**config.mk**
```make
export PLATFORM = sky130hd
export DESIGN_NAME = ordered_dither_pixel_packer_top
export DESIGN_NICKNAME = d
export VERILOG_FILES = /design/src/odpp_pkg.sv /design/src/odpp_datapath.sv /design/src/odpp_ctrl.sv /design/src/ordered_dither_pixel_packer_top.sv
export SDC_FILE = /design/constraint.sdc
export NUM_CORES = 1
export LEC_CHECK = 0
export BUFFER_PORTS_ARGS = -buffer_cell sky130_fd_sc_hd__buf_2
export CORE_ASPECT_RATIO = 1.2
export CORE_MARGIN = 2
export CORE_UTILIZATION = 50
export CTS_BUF_LIST = sky130_fd_sc_hd__clkbuf_2
export CTS_CLUSTER_SIZE = 28
export DETAILED_ROUTE_END_ITERATION = 8
export GPL_TIMING_DRIVEN = 0
export HOLD_SLACK_MARGIN = 0.03
export PLACE_DENSITY = 0.65
export SLEW_MARGIN = 20
export SYNTH_ARGS = -nofsm -noshare
export SYNTH_HDL_FRONTEND = slang
export SYNTH_SLANG_ARGS = --single-unit
```
**constraint.sdc**
```tcl
create_clock -name clk -period 7.55 [get_ports clk]
set_input_delay 0.755 -clock clk [delete_from_list [all_inputs] [get_ports clk]]
set_output_delay 0.755 -clock clk [all_outputs]
set_load 0.01 [all_outputs]
```
**src/odpp_pkg.sv**
```systemverilog
// Shared types and constants of the ordered-dither pixel packer.
package odpp_pkg;

	// Configuration register indexes
	localparam logic [2:0] CFG_GREY_MODE      = 3'd0;
	localparam logic [2:0] CFG_BITS_PER_PIXEL = 3'd1;
	localparam logic [2:0] CFG_RED_LEVELS     = 3'd2;
	localparam logic [2:0] CFG_GREEN_LEVELS   = 3'd3;
	localparam logic [2:0] CFG_BLUE_LEVELS    = 3'd4;
	localparam logic [2:0] CFG_GREY_LEVELS    = 3'd5;

	localparam int CFG_INDEX_W = 3;
	localparam int CFG_DATA_W  = 9;

	// Commands from the controller to the datapath
	typedef struct packed {
		logic capture;
		logic pack;
	} odpp_cmd_t;

	// Status from the datapath to the controller
	typedef struct packed {
		logic pack_blocked;
	} odpp_status_t;

endpackage

```
**src/odpp_datapath.sv**
```systemverilog
// Datapath: configuration, level arithmetic, index packing and output byte register.
module odpp_datapath (
	input  logic                                clk,
	input  logic                                arst_n,
	input  logic                                cfg_we,
	input  logic [odpp_pkg::CFG_INDEX_W-1:0]    cfg_index,
	input  logic [odpp_pkg::CFG_DATA_W-1:0]     cfg_data,
	input  logic [11:0]                         pixel_rgb,
	input  logic [1:0]                          column_phase,
	input  logic [1:0]                          row_phase,
	input  logic                                last_of_line,
	input  odpp_pkg::odpp_cmd_t                 cmd,
	output odpp_pkg::odpp_status_t              status,
	output logic                                out_valid,
	input  logic                                out_ready,
	output logic [7:0]                          packed_byte
);

	// Threshold matrix (bottom left entry is 14 by design)
	function automatic logic [3:0] thresh_lookup(input logic [1:0] row, input logic [1:0] col);
		logic [3:0] val;
		case ({row, col})
			4'h0: val = 4'd0;
			4'h1: val = 4'd8;
			4'h2: val = 4'd2;
			4'h3: val = 4'd10;
			4'h4: val = 4'd12;
			4'h5: val = 4'd4;
			4'h6: val = 4'd14;
			4'h7: val = 4'd6;
			4'h8: val = 4'd3;
			4'h9: val = 4'd11;
			4'hA: val = 4'd1;
			4'hB: val = 4'd9;
			4'hC: val = 4'd14;
			4'hD: val = 4'd7;
			4'hE: val = 4'd13;
			4'hF: val = 4'd5;
			default: val = 4'd0;
		endcase
		return val;
	endfunction

	// Divide by 15 through a reciprocal; exact for values up to 3840
	function automatic logic [8:0] div15(input logic [11:0] x);
		logic [24:0] prod;
		prod = (25'(x) + 25'd1) * 25'd4369;
		return prod[24:16];
	endfunction

	// Scale one component and apply the dither bump with clamp
	function automatic logic [3:0] comp_level(input logic [7:0] prod, input logic [3:0] top,
		input logic [3:0] d);
		logic [8:0] quot;
		logic [3:0] c;
		logic [7:0] rem;
		logic [4:0] bumped;
		quot = div15({4'b0, prod});
		c = quot[3:0];
		rem = prod - 8'({4'b0, c} * 8'd15);
		bumped = {1'b0, c} + ((rem[3:0] > d) ? 5'd1 : 5'd0);
		if (bumped > {1'b0, top}) begin
			bumped = {1'b0, top};
		end
		return bumped[3:0];
	endfunction

	// Clamp a colour level count to 1..16
	function automatic logic [4:0] clamp_colour(input logic [4:0] n);
		logic [4:0] v;
		if (n == 5'd0) begin
			v = 5'd1;
		end else if (n > 5'd16) begin
			v = 5'd16;
		end else begin
			v = n;
		end
		return v;
	endfunction

	logic             grey_mode_q;
	logic [3:0]       bits_per_pixel_q;
	logic [4:0]       red_levels_q;
	logic [4:0]       green_levels_q;
	logic [4:0]       blue_levels_q;
	logic [8:0]       grey_levels_q;

	logic [3:0]       bpp;
	logic [4:0]       nr;
	logic [4:0]       ng;
	logic [4:0]       nb;
	logic [8:0]       ngrey;
	logic [3:0]       top_r;
	logic [3:0]       top_g;
	logic [3:0]       top_b;
	logic [7:0]       top_grey;
	logic [7:0]       idx_mask;

	logic [11:0]      rgb_q;
	logic [3:0]       thr_q;
	logic             last_q;
	logic [3:0]       pr;
	logic [3:0]       pg;
	logic [3:0]       pb;

	logic [7:0]       prod_r_q;
	logic [7:0]       prod_g_q;
	logic [7:0]       prod_b_q;
	logic [11:0]      luma_sum_q;
	logic [3:0]       lvl_r_q;
	logic [3:0]       lvl_g_q;
	logic [3:0]       lvl_b_q;
	logic [8:0]       luma_q;
	logic [7:0]       cube_part_q;
	logic [15:0]      grey_prod_q;
	logic [7:0]       idx_q;

	logic [11:0]      cube_idx;
	logic [7:0]       grey_p;
	logic [7:0]       grey_q;
	logic [7:0]       grey_thr;
	logic [7:0]       grey_idx;
	logic [7:0]       idx_full;

	logic [7:0]       acc_q;
	logic [3:0]       rem_q;
	logic             fits;
	logic [7:0]       base_acc;
	logic [3:0]       base_rem;
	logic [3:0]       new_rem;
	logic [7:0]       new_acc;
	logic             emit;

	logic             out_valid_q;
	logic [7:0]       out_data_q;

	// Hold configuration registers
	always_ff @(posedge clk or negedge arst_n) begin
		if (!arst_n) begin
			grey_mode_q      <= 1'b0;
			bits_per_pixel_q <= 4'd8;
			red_levels_q     <= 5'd6;
			green_levels_q   <= 5'd7;
			blue_levels_q    <= 5'd6;
			grey_levels_q    <= 9'd256;
		end else if (cfg_we) begin
			case (cfg_index)
				odpp_pkg::CFG_GREY_MODE:      grey_mode_q      <= cfg_data[0];
				odpp_pkg::CFG_BITS_PER_PIXEL: bits_per_pixel_q <= cfg_data[3:0];
				odpp_pkg::CFG_RED_LEVELS:     red_levels_q     <= cfg_data[4:0];
				odpp_pkg::CFG_GREEN_LEVELS:   green_levels_q   <= cfg_data[4:0];
				odpp_pkg::CFG_BLUE_LEVELS:    blue_levels_q    <= cfg_data[4:0];
				odpp_pkg::CFG_GREY_LEVELS:    grey_levels_q    <= cfg_data;
				default: ;
			endcase
		end
	end

	// Clamp register values to their working ranges
	always_comb begin
		if (bits_per_pixel_q == 4'd0) begin
			bpp = 4'd1;
		end else if (bits_per_pixel_q > 4'd8) begin
			bpp = 4'd8;
		end else begin
			bpp = bits_per_pixel_q;
		end
		nr = clamp_colour(red_levels_q);
		ng = clamp_colour(green_levels_q);
		nb = clamp_colour(blue_levels_q);
		if (grey_levels_q == 9'd0) begin
			ngrey = 9'd1;
		end else if (grey_levels_q > 9'd256) begin
			ngrey = 9'd256;
		end else begin
			ngrey = grey_levels_q;
		end
		top_r    = 4'(nr - 5'd1);
		top_g    = 4'(ng - 5'd1);
		top_b    = 4'(nb - 5'd1);
		top_grey = 8'(ngrey - 9'd1);
		idx_mask = 8'((9'd1 << bpp) - 9'd1);
	end

	// Capture the item and its threshold
	always_ff @(posedge clk) begin
		if (cmd.capture) begin
			rgb_q  <= pixel_rgb;
			thr_q  <= thresh_lookup(row_phase, column_phase);
			last_q <= last_of_line;
		end
	end

	assign pr = rgb_q[11:8];
	assign pg = rgb_q[7:4];
	assign pb = rgb_q[3:0];

	// Step one: component products and weighted luma sum
	always_ff @(posedge clk) begin
		prod_r_q   <= {4'b0, pr} * {4'b0, top_r};
		prod_g_q   <= {4'b0, pg} * {4'b0, top_g};
		prod_b_q   <= {4'b0, pb} * {4'b0, top_b};
		luma_sum_q <= 12'(pr) * 12'd77 + 12'(pg) * 12'd151 + 12'(pb) * 12'd28;
	end

	// Step two: divide by 15 and dither each component
	always_ff @(posedge clk) begin
		lvl_r_q <= comp_level(prod_r_q, top_r, thr_q);
		lvl_g_q <= comp_level(prod_g_q, top_g, thr_q);
		lvl_b_q <= comp_level(prod_b_q, top_b, thr_q);
		luma_q  <= div15(luma_sum_q);
	end

	// Step three: first cube multiply and grey scaling product
	always_ff @(posedge clk) begin
		cube_part_q <= 8'({4'b0, lvl_r_q} * {3'b0, ng}) + {4'b0, lvl_g_q};
		grey_prod_q <= {7'b0, luma_q} * {8'b0, top_grey};
	end

	// Step four: finish the index in either mode and mask it
	always_comb begin
		cube_idx = {4'b0, cube_part_q} * {7'b0, nb} + {8'b0, lvl_b_q};
		grey_p   = grey_prod_q[15:8];
		grey_q   = grey_prod_q[7:0];
		grey_thr = {thr_q, 4'b0} + {4'b0, thr_q};
		grey_idx = grey_p;
		if ((grey_q > grey_thr) && (grey_p < top_grey)) begin
			grey_idx = grey_p + 8'd1;
		end
		idx_full = grey_mode_q ? grey_idx : cube_idx[7:0];
	end

	always_ff @(posedge clk) begin
		idx_q <= idx_full & idx_mask;
	end

	// Work out the next packing state
	always_comb begin
		fits     = (bpp <= rem_q);
		base_acc = fits ? acc_q : 8'd0;
		base_rem = fits ? rem_q : 4'd8;
		new_rem  = base_rem - bpp;
		new_acc  = base_acc | 8'(idx_q << new_rem);
		emit     = (new_rem == 4'd0);
	end

	assign status.pack_blocked = emit && out_valid_q && !out_ready;

	// Advance the packer; restart after a full byte or the end of a line
	always_ff @(posedge clk or negedge arst_n) begin
		if (!arst_n) begin
			acc_q <= 8'd0;
			rem_q <= 4'd8;
		end else if (cmd.pack) begin
			if (emit || last_q) begin
				acc_q <= 8'd0;
				rem_q <= 4'd8;
			end else begin
				acc_q <= new_acc;
				rem_q <= new_rem;
			end
		end
	end

	// Hold the finished byte until it is taken
	always_ff @(posedge clk or negedge arst_n) begin
		if (!arst_n) begin
			out_valid_q <= 1'b0;
		end else if (cmd.pack && emit) begin
			out_valid_q <= 1'b1;
		end else if (out_ready) begin
			out_valid_q <= 1'b0;
		end
	end

	always_ff @(posedge clk) begin
		if (cmd.pack && emit) begin
			out_data_q <= new_acc;
		end
	end

	assign out_valid   = out_valid_q;
	assign packed_byte = out_data_q;

endmodule

```
**src/odpp_ctrl.sv**
```systemverilog
// Controller: sequences one item through the arithmetic steps and the packer.
module odpp_ctrl (
	input  logic                   clk,
	input  logic                   arst_n,
	input  logic                   in_valid,
	output logic                   in_ready,
	input  odpp_pkg::odpp_status_t status,
	output odpp_pkg::odpp_cmd_t    cmd
);

	typedef enum logic [5:0] {
		ST_IDLE = 6'b000001,
		ST_MUL  = 6'b000010,
		ST_DIV  = 6'b000100,
		ST_IDX1 = 6'b001000,
		ST_IDX2 = 6'b010000,
		ST_PACK = 6'b100000
	} state_t;

	state_t state_q;
	state_t state_nxt;
	logic   pack_go;
	logic   accept;

	// Pack unless the step completes a byte while the byte register is still full
	assign pack_go     = (state_q == ST_PACK) && !status.pack_blocked;
	assign in_ready    = (state_q == ST_IDLE) || pack_go;
	assign accept      = in_valid && in_ready;
	assign cmd.capture = accept;
	assign cmd.pack    = pack_go;

	// Step through the sequence
	always_comb begin
		state_nxt = state_q;
		case (state_q)
			ST_IDLE: begin
				if (accept) begin
					state_nxt = ST_MUL;
				end
			end
			ST_MUL:  state_nxt = ST_DIV;
			ST_DIV:  state_nxt = ST_IDX1;
			ST_IDX1: state_nxt = ST_IDX2;
			ST_IDX2: state_nxt = ST_PACK;
			ST_PACK: begin
				if (accept) begin
					state_nxt = ST_MUL;
				end else if (pack_go) begin
					state_nxt = ST_IDLE;
				end
			end
			default: state_nxt = ST_IDLE;
		endcase
	end

	always_ff @(posedge clk or negedge arst_n) begin
		if (!arst_n) begin
			state_q <= ST_IDLE;
		end else begin
			state_q <= state_nxt;
		end
	end

endmodule

```
**src/ordered_dither_pixel_packer_top.sv**
```systemverilog
// Top level of the ordered-dither pixel packer.
// Input channel (in_valid/in_ready): one RGB444 pixel with its column and row phase
// and an end-of-line flag per item. Output channel (out_valid/out_ready): one packed
// byte of palette indices, first pixel in the most significant bits.
// Configuration: cfg_we writes cfg_data into register cfg_index at once (grey_mode,
// bits_per_pixel, red/green/blue_levels, grey_levels); write only while idle.
// An item is taken only while idle or in the packer step of the item before; each
// goes through the controller's sequence of product, divide-by-15, two index
// multiplies and the packer update. A byte that an item completes shows on out_valid
// once its packer step registers it. Items that do not fill a byte give no output.
// The byte register lets the next item enter while a byte waits; if the receiver
// stalls and a further byte is ready, the packer step holds and in_ready stays low.
// Reset clears the packer to an empty byte, drops any waiting byte and loads the
// register defaults (colour mode, 8 bits, 6x7x6 cube, 256 grey levels).
module ordered_dither_pixel_packer_top (
	input  logic                             clk,
	input  logic                             arst_n,
	input  logic                             cfg_we,
	input  logic [odpp_pkg::CFG_INDEX_W-1:0] cfg_index,
	input  logic [odpp_pkg::CFG_DATA_W-1:0]  cfg_data,
	input  logic                             in_valid,
	output logic                             in_ready,
	input  logic [11:0]                      pixel_rgb,
	input  logic [1:0]                       column_phase,
	input  logic [1:0]                       row_phase,
	input  logic                             last_of_line,
	output logic                             out_valid,
	input  logic                             out_ready,
	output logic [7:0]                       packed_byte
);

	odpp_pkg::odpp_cmd_t    cmd;
	odpp_pkg::odpp_status_t status;

	// Sequence control
	odpp_ctrl u_ctrl (
		.clk      (clk),
		.arst_n   (arst_n),
		.in_valid (in_valid),
		.in_ready (in_ready),
		.status   (status),
		.cmd      (cmd)
	);

	// Arithmetic and packing
	odpp_datapath u_datapath (
		.clk          (clk),
		.arst_n       (arst_n),
		.cfg_we       (cfg_we),
		.cfg_index    (cfg_index),
		.cfg_data     (cfg_data),
		.pixel_rgb    (pixel_rgb),
		.column_phase (column_phase),
		.row_phase    (row_phase),
		.last_of_line (last_of_line),
		.cmd          (cmd),
		.status       (status),
		.out_valid    (out_valid),
		.out_ready    (out_ready),
		.packed_byte  (packed_byte)
	);

endmodule

```
### After elaboration in Yosys (flattened, before gate mapping)

Memories as Yosys holds them, arrays and structs flattened. A register that Yosys moved wholly into a read port is not among the register bits.
Cells that the tools add are included.

* logic and storage cells: 147
* memory bits (read-only): 64
* memories kept: 1
* register bits: 158

* add/sub/neg operators: 22
* multiply operators: 16
* shift operators: 2
* muxes and demuxes: 28
* order comparisons: 14
* reduce and logical (&&, ||, !) cells: 25
* bitwise logic cells: 2
* equal/unequal tests: 13

Memories
* (no name shown): words 16, width 4, read ports 1, clocked after memory_dff 1, wr ports 0, RTL line odpp_datapath.sv:22 `case ({row, col})`

Operator list (number)
* multiplier 25 x 13 -> 20 bit (second input constant): 3
* two-way mux 8 bit: 6
* two-way mux 4 bit: 9
* one-hot mux 6 bit (6 select lines): 1
* adder 8 x 1 -> 9 bit (second input constant): 3
* multiplier 25 x 13 -> 25 bit (second input constant): 1
* adder 8 x 4 -> 8 bit: 3
* multiplier 4 x 4 -> 8 bit: 3
* two-way mux 5 bit: 4
* two-way mux 6 bit: 3
* multiplier 9 x 8 -> 16 bit: 1
* subtractor 4 bit: 4
* subtractor 8 x 1 -> 8 bit (second input constant): 2
* adder 4 x 1 -> 5 bit: 3
* greater-than comparator 5 x 4 -> 1 bit: 3
* greater-than comparator 5 bit (second input constant): 3
* zero test 5 bit: 3
* AND reduction 2 bit: 7
* adder 12 x 1 -> 13 bit (second input constant): 1
* adder 11 x 12 -> 12 bit: 1
* adder 12 x 9 -> 12 bit: 1
* greater-than comparator 4 bit: 3
* multiplier 4 x 1 -> 4 bit (second input constant): 3
* multiplier 4 x 8 -> 12 bit (second input constant): 1
* 34 further kinds: 50

### Longest topological paths before layout

Gate-level depths: netlist (run 1).

* depth in word-level cells: 15
* gate-level depth with buffers: 35

### Hierarchy

From an unflattened synthesis (run 1), not the netlist that was laid out.

* cell total of the unflattened synthesis: 1755
* area total of the unflattened synthesis: 17040.1 µm²

By module, submodules not included
* odpp_datapath: area each 16667.2 µm², times used 1, cells an instance 1719
* odpp_ctrl: area each 372.9 µm², times used 1, cells an instance 36

### Worst setup path before layout (run 1)

OpenSTA, ideal clock, no wires.

* path kind: reg2reg
* start: register u_datapath.prod_r_q[0]
* end: register u_datapath.lvl_r_q[0]
* library setup time: 0.121 ns
* cell stages (with the launch flop): 34
* period minus slack after synthesis: 6.439 ns
* data arrival time: 6.318 ns
* setup slack: 1.111 ns
* path through: dfxtp_1 -> ha_1 -> nand3_1 -> xnor2_1 -> ha_1 -> inv_1 -> fa_1 -> inv_1 -> ha_1 -> o21ai_0 -> o21ba_2 -> nor2_1 -> o21ai_0 -> xor2_1 -> ha_1 -> inv_1 -> fa_1 -> inv_1 -> ha_1 -> nor2b_1 -> o21ai_0 -> nand2b_1 -> a21oi_1 -> a41oi_1 -> ha_1 -> nor2b_1 -> maj3_1 -> a22oi_1 -> xnor2_1 -> ha_1 -> a21oi_1 -> a41o_1 -> o21ai_1 -> mux2_2

* longest elaborated chain between the ends: 9

RTL lines
* start, declared: RTL line odpp_datapath.sv:106 `logic [7:0] prod_r_q;`
* start signal, assigned: RTL line odpp_datapath.sv:200 `prod_r_q <= {4'b0, pr} * {4'b0, top_r};`
* adder 8 x 1 -> 9 bit: RTL line odpp_datapath.sv:47 `prod = (25'(x) + 25'd1) * 25'd4369;`
* multiplier 25 x 13 -> 20 bit: RTL line odpp_datapath.sv:47
* multiplier 4 x 1 -> 4 bit: RTL line odpp_datapath.sv:60 `rem = prod - 8'({4'b0, c} * 8'd15);`
* subtractor 4 bit: RTL line odpp_datapath.sv:60
* greater-than comparator 4 bit: RTL line odpp_datapath.sv:61 `bumped = {1'b0, c} + ((rem[3:0] > d) ? 5'd1 : 5'd0);`
* two-way mux 1 bit: RTL line odpp_datapath.sv:61
* adder 4 x 1 -> 5 bit *: RTL line odpp_datapath.sv:61
* greater-than comparator 5 x 4 -> 1 bit: RTL line odpp_datapath.sv:62 `if (bumped > {1'b0, top}) begin`
* two-way mux 4 bit *: RTL line odpp_datapath.sv:62
* end signal, assigned: RTL line odpp_datapath.sv:208 `lvl_r_q <= comp_level(prod_r_q, top_r, thr_q);`
* end, declared: RTL line odpp_datapath.sv:110 `logic [3:0] lvl_r_q;`

Mark *: on every way between the ends. The rest lies on a longest branch, timed or not.
A chain may end at the register's enable or synchronous reset.

### Worst setup path after layout (run 1)

* start: register u_datapath.prod_b_q[1]
* end: register u_datapath.lvl_b_q[3]

* longest elaborated chain between the ends: 9

RTL lines
* start, declared: RTL line odpp_datapath.sv:108 `logic [7:0] prod_b_q;`
* start signal, assigned: RTL line odpp_datapath.sv:202 `prod_b_q <= {4'b0, pb} * {4'b0, top_b};`
* adder 8 x 1 -> 9 bit: RTL line odpp_datapath.sv:47
* multiplier 25 x 13 -> 20 bit: RTL line odpp_datapath.sv:47
* multiplier 4 x 1 -> 4 bit: RTL line odpp_datapath.sv:60
* subtractor 4 bit: RTL line odpp_datapath.sv:60
* greater-than comparator 4 bit: RTL line odpp_datapath.sv:61
* two-way mux 1 bit: RTL line odpp_datapath.sv:61
* adder 4 x 1 -> 5 bit *: RTL line odpp_datapath.sv:61
* greater-than comparator 5 x 4 -> 1 bit: RTL line odpp_datapath.sv:62
* two-way mux 4 bit *: RTL line odpp_datapath.sv:62
* end signal, assigned: RTL line odpp_datapath.sv:210 `lvl_b_q <= comp_level(prod_b_q, top_b, thr_q);`
* end, declared: RTL line odpp_datapath.sv:112 `logic [3:0] lvl_b_q;`

Marks and branches as above.

==> results of run 1 <==
## Yosys cell counts, types with 28 or more instances
cell type / instances / area, um2
dfrtp_1: 37 / 926
nand3_1: 35 / 175
ha_1: 322 / 4030
xor2_1: 39 / 342
a21oi_1: 80 / 400
inv_1: 232 / 871
nand2_1: 117 / 439
fa_1: 118 / 2360
dfxtp_1: 89 / 1780
nor2_1: 86 / 323
mux2_2: 35 / 394
nor2b_1: 47 / 294
nand2b_1: 28 / 175
and2_1: 65 / 407
o21ai_0: 41 / 205
xnor2_1: 106 / 928
## final timing paths
kind	from	end	slack [ns]
max in group asynchronous	arst_n	u_datapath.acc_q[7]	6.69
min in group asynchronous	arst_n	u_datapath.grey_levels_q[6]	0.46
worst min register to register	u_datapath.lvl_g_q[0]	u_datapath.cube_part_q[0]	0.50
worst min-delay path	pixel_rgb[10]	u_datapath.rgb_q[10]	0.12
worst max register to register	u_datapath.prod_b_q[1]	u_datapath.lvl_b_q[3]	0.45
worst max-delay path	u_datapath.prod_b_q[1]	u_datapath.lvl_b_q[3]	0.45
## flip-flops by register name, summed over array words and instances, names as in the netlist, 9 cells and up
signal / cells
u_datapath.rgb_q: 12
u_datapath.luma_q: 9
u_datapath.grey_prod_q: 16
u_datapath.luma_sum_q: 12
u_datapath.grey_levels_q: 9
## per-layer routing
metal,wire (um),vias up
met5,0,-
met4,618,0
met3,831,46
met2,16400,165
met1,14600,5819
li1,-,6051
## metrics by stage
step | hold WS [ns] | instances | utilization
finish | 0.116 | 2280 | 0.543
global route | 0.0390 | 2280 | 0.543
floorplan | 0.432 | 1742 | -
global placement | 0.471 | 2235 | 0.531
CTS | 0.0304 | 2278 | 0.541
detailed placement | 0.480 | 2236 | 0.532
## cell families after synthesis
group                    count (synthesis)
buffers and inverters                  252
AO/OA/AOI/OAI                          255
AND/OR/NAND/NOR                        444
XOR/XNOR                               145
flip-flops                             162
multiplexers                            42
other                                    1
adder cells (fa/ha/maj)                441
## cell type report
type / instances / share of cell area
clock buffers: 17 / 0.00472
repair buffers: 55 / 0.0188
plain buffers: 20 / 0.00514
flip-flops and latches: 162 / 0.208
diodes: 1 / 0.000139
well taps: 450 / 0.0313
multi-input cells: 1328 / 0.677
clock inverters: 15 / 0.00681
inverters: 232 / 0.0483
## worst register-to-register path: cells and delay by family, from the launching register on
family	cells	cell delay, ns
xor gates and xnor gates	1	0.18
and+or+nand+nor	8	1.09
DFF	1	0.49
adders and majority gates	10	3.14
AOI/OAI and AO/OA	11	2.00
buffers and inverters	2	0.15
## what timing repair did
item	in CTS	in global routing
setup endpoints to repair	0	9
gates resized for setup	0	10
hold endpoints to repair	10	37
hold buffers	10	1
==> results.md, run 1 <==
- Status: completed
- Top fanout value on the critical path: 6
- # fillers: 3025
- Async set-reset flop share out of synthesis: 0.296
- Mapped cell area: ~17000 um2
- H-tree level count: 4
- CP endpoint kind: flop
- DR pass1 iterations: 5
- # nets final: 2290
- Worst path top cell family by delay: adder cells
- Post-Synth Simple-Gate Area: 0.134
- Final Hold Viols: 0
- Register Area: about 3800 um2
- Post-synthesis mux area share: 0.0291
- Finished Cell Area: between 15000 and 20000 um2
- Slew Viols, Final: 0
- Vias in the first global route: about 12000
- Clk_skew: just under 0.04 ns
- Final setup fails: 0
- Synth Area in XOR/XNOR: 0.0755
- Post-place setup slack: between 0.2 and 0.3 ns
- Met1 Track Usage GR: 0.240
- Commonest non-fill, non-tap cells in the layout: ha_1 (322), inv_1 (232), fa_1 (118), nand2_1 (117), xnor2_1 (103)
- WL/cell: between 10 and 15 um
- Area post-placement: about 18000 um2
- Routability cong.: 0.840
- Sum Neg Setup Slack: 0 ns
- Syn-to-layout area delta: 7.03%
- Compound-Gate Fraction of Synth Area: 0.101
- Initial antenna violation count: 1
- CP startpoint kind: flop
- Initial core utilization: 0.508
- Maximum buffer depth of the clock tree: 2
- Hold Path Depth: 1
- Max-cap violation count: 0
- Fin crit share: 0.940
- Worst setup margin: around 0.45 ns
- Core outline area: about 33000 um2
- Largest family of logic cells by synthesized area: adder cells
- Avg Vias per Cell: between 5 and 6
- Gr ovfl total: 0
- Critical Path Most Common Cell: ha_1
- Cells after synthesis: 1742
- Crit-path slowest cell: fa_1
- Req. time, crit path: 8.34 ns
- I/O Buffers: 43
- Mapped Nets: between 2000 and 2500
- EDFF count, synth: 25
- Cell row count: 73
- Num CTS Buffers: 17
- Post-CTS setup buffer count: 0
- Busiest grt layer: met2
- Final min period: about 7 ns
- Relative slew slack: 0.395
- Largest net degree at the start of global routing: 49
- R2R depth: 32
- Syn Area/Cell: about 9.7 um2
- WP buf/inv: 2
- Synth warn: 0
- Hpwl dp: 26800 um
- Post-synthesis adder-cell area fraction: 0.380
- Top FF cell, synth: dfxtp_1
- Total number of vias: 12100
- GRT met2 Usage: 0.356
- Iter 0 DRT Violations: roughly 480
- Worst Path Arrival: slightly below 8 ns
- IO Pins: 44
- Fraction of layout cells with a size suffix above 1: 0.0847
- Measured slew at the worst slew-check pin: ~0.9 ns
- Seq/Total Area, Yosys: 0.223
- Die Footprint: between 30000 and 40000 um2
- Residual DRC: 0
- Aggregate routed wire length: between 30000 and 40000 um
- Antenna Nets Post-Route: 0
- Max incr delay on CP: 0.52 ns
- Die Wd: 171 um
- First-pass GRT wire length: 56000 um
- Total Routing Usage GR: 0.196
- Unrepaired setup endpoints after global routing: false
- Met3 usage: 0.0278
- Commonest non-fill, non-tap cell in the layout: ha_1
- Reg clk slew, reported paths: around 0.26 ns
- Insertion delay to the later sink of the worst-skew pair: a little over 0.8 ns
- Count of different cell masters after synthesis: 76
- Die span in y: just over 200 um
- FMAX: 141 MHz
- CP Depth: 32
- Multi-input logic area: around 12000 um2
- CTS tree: done
- CTS Root Buffer Type: clkbuf_2
- Hold crit path type: in -> reg
- Clock Sinks: around 160
- Kind of critical path: reg -> reg
- Yosys reg bits: 162
Power of run 1 is not shown: default switching activity piles up to over one toggle a cycle in this logic, so the estimate is an artifact.
==> inputs of run 2 (changes only) <==
- CORE_ASPECT_RATIO: 1.2 -> unset
==> run 2 against run 1 <==
Utilization decreased by 0.35 points. Clock skew increased by 0.0084 ns. Cell count decreased by 0.35%. Flip-flop and latch count unchanged. Sequential share of layout area about the same. Critical path depth unchanged. Global-route usage decreased by 0.074 points. Via count about the same. Fmax about the same. Hold slack improved by 0.012 ns. Critical path type unchanged. Critical endpoint is now u_datapath.lvl_r_q[0]. Highest routed layer unchanged.
==> results.md, run 2 (synthesis results as in run 1) <==
- Status: completed
- Critical Path Most Common Cell: ha_1
- Routability cong.: 0.857 (+2.1%)
- Iter 0 DRT Violations: 481 (+0.84%)
- # nets final: 2284 (-0.26%)
- Die span in y: 187 um (-8.5%)
- Commonest non-fill, non-tap cell in the layout: ha_1
- Syn-to-layout area delta: 7.00% (about the same)
- CP endpoint kind: flop
- Max incr delay on CP: 0.49 ns (-0.03 ns)
- Biggest regs: u_datapath.grey_prod_q: 16 flops, u_datapath.luma_sum_q: 12 flops, u_datapath.rgb_q: 12 flops
- Crit-path slowest cell: fa_1
- Worst setup startpoint: u_datapath.prod_r_q[1]
- H-tree level count: 4 (unchanged)
- Commonest non-fill, non-tap cells in the layout: ha_1 (322), inv_1 (232), fa_1 (118), nand2_1 (117), xnor2_1 (104)
- Die Wd: 187 um (+9.3%)
- Initial antenna violation count: 1 (unchanged)
- Relative slew slack: 0.382 (-0.0134)
- CTS Root Buffer Type: clkbuf_2
- Fraction of layout cells with a size suffix above 1: 0.0850 (+0.000279)
- Req. time, crit path: 8.25 ns (-0.09 ns)
- Antenna Nets Post-Route: 0 (unchanged)
- Clk_skew: 0.0481 ns (+0.00835 ns)
- Metal-1 WL: 15600 um (+6.6%)
- Insertion delay to the later sink of the worst-skew pair: 0.77 ns (-0.04 ns)
- FMAX: 141 MHz (about the same)
- Residual DRC: 0 (unchanged)
- Core outline area: 33400 um2 (+0.63%)
- WL met2: 15600 um (-4.7%)
- CTS tree: done
- I/O Buffers: 43 (unchanged)
- Hold Startpoint: pixel_rgb[8]
- Unrepaired setup endpoints after global routing: false
- First-pass GRT wire length: 57000 um (+1.9%)
- Hpwl dp: 26700 um (-0.17%)
- Final setup fails: 0 (unchanged)
- Worst Path Arrival: 7.79 ns (-0.09 ns)
- Reg clk slew, reported paths: 0.26 ns (about the same)
- Aggregate routed wire length: 32700 um (+0.65%)
- Hold crit path type: in -> reg
- Max-cap violation count: 0 (unchanged)
- Slew Viols, Final: 0 (unchanged)
- Gr ovfl total: 0 (unchanged)
- Final Hold Viols: 0 (unchanged)
- Cell row count: 67 (-8.2%)
- CP startpoint kind: flop
- Initial core utilization: 0.504 (-0.00318)
- Worst r2r src: u_datapath.prod_r_q[1]
- Fin crit share: 0.939 (about the same)
- Largest net degree at the start of global routing: 49 (unchanged)
- DR pass1 iterations: 5 (unchanged)
- Total Routing Usage GR: 0.195 (-0.000739)
- Top fanout value on the critical path: 6 (unchanged)
- Sum Neg Setup Slack: 0 ns (unchanged)
- IO Pins: 44 (unchanged)
- Top reg by flops: u_datapath.grey_prod_q
- Met3 WL: 1080 um (+30%)
- Total number of vias: 12100 (-0.025%)
- Max FFs per register: 16 (unchanged)
- Kind of critical path: reg -> reg
- WL/cell: 14.4 um (+1.0%)
- Measured slew at the worst slew-check pin: 0.928 ns (+0.0256 ns)
- Clock Sinks: 162 (unchanged)
- Vias in the first global route: 12300 (-0.44%)
- Final min period: 7.09 ns (-0.00389 ns)
- Top Metal Used: met4
- Avg Vias per Cell: 5.32 (+0.33%)
- Num CTS Buffers: 17 (unchanged)
- Die Footprint: 35100 um2 (about the same)
- Maximum buffer depth of the clock tree: 2 (unchanged)
## run 2: layout make-up
type                       count  area (um2)
antenna                        1        2.50
buffer                        20        92.6
clock buffer                  18        90.1
clock inverter                14         176
fill                        3084       15400
inverter                     232         871
multi-input combinational   1328       12200
sequential                   162        3750
tap                          448         561
timing repair buffer          49         279
## run 2: worst paths after layout
check / end / slack, ns / cells after the start
setup reg to reg: u_datapath.lvl_r_q[0] / 0.46 / 32
setup / recovery: u_datapath.lvl_r_q[0] / 0.46 / 32
min in group asynchronous: u_datapath.bits_per_pixel_q[1] / 0.51 / 2
hold reg to reg: u_datapath.cube_part_q[0] / 0.52 / 1
hold / removal: u_datapath.rgb_q[8] / 0.13 / 1
max in group asynchronous: u_datapath.green_levels_q[4] / 6.60 / 2
## run 2: critical path, delay by kind of cell (launching register included)
| kind | cells | cell delay [ns] |
|---|---|---|
| AND/OR/NAND/NOR | 3 | 0.30 |
| XOR/XNOR | 6 | 1.10 |
| adder cells (fa/ha/maj) | 10 | 2.98 |
| buffers and inverters | 2 | 0.10 |
| multiplexers | 1 | 0.38 |
| AO/OA/AOI/OAI | 10 | 1.71 |
| flip-flops | 1 | 0.45 |
## run 2: metrics by stage
stage	instance area (um2)	setup slack [ns]	hold slack (ns)	utilization	std cells
detailed placement	17600	0.285	0.464	0.528	2234
floorplan	16800	1.11	0.432	-	1742
global placement	17600	0.456	0.462	0.528	2233
CTS	17900	0.240	0.0551	0.536	2266
global route	18000	0.00396	0.0337	0.540	2272
finish	18000	0.458	0.128	0.540	2272
## run 2: routing by layer
metal,vias to the layer above,global-route usage
li1,6036,-
met1,5854,0.258
met2,165,0.337
met3,23,0.0315
met4,0,0.0430
met5,-,0
## run 2: what timing repair did
item | in CTS | in global routing
setup buffers | 0 | 0
hold endpoints to repair | 0 | 41
gates resized for setup | 0 | 11
hold buffers | 0 | 5
endpoints found under the setup margin | 0 | 11
Power of run 2 is left out for the same reason.
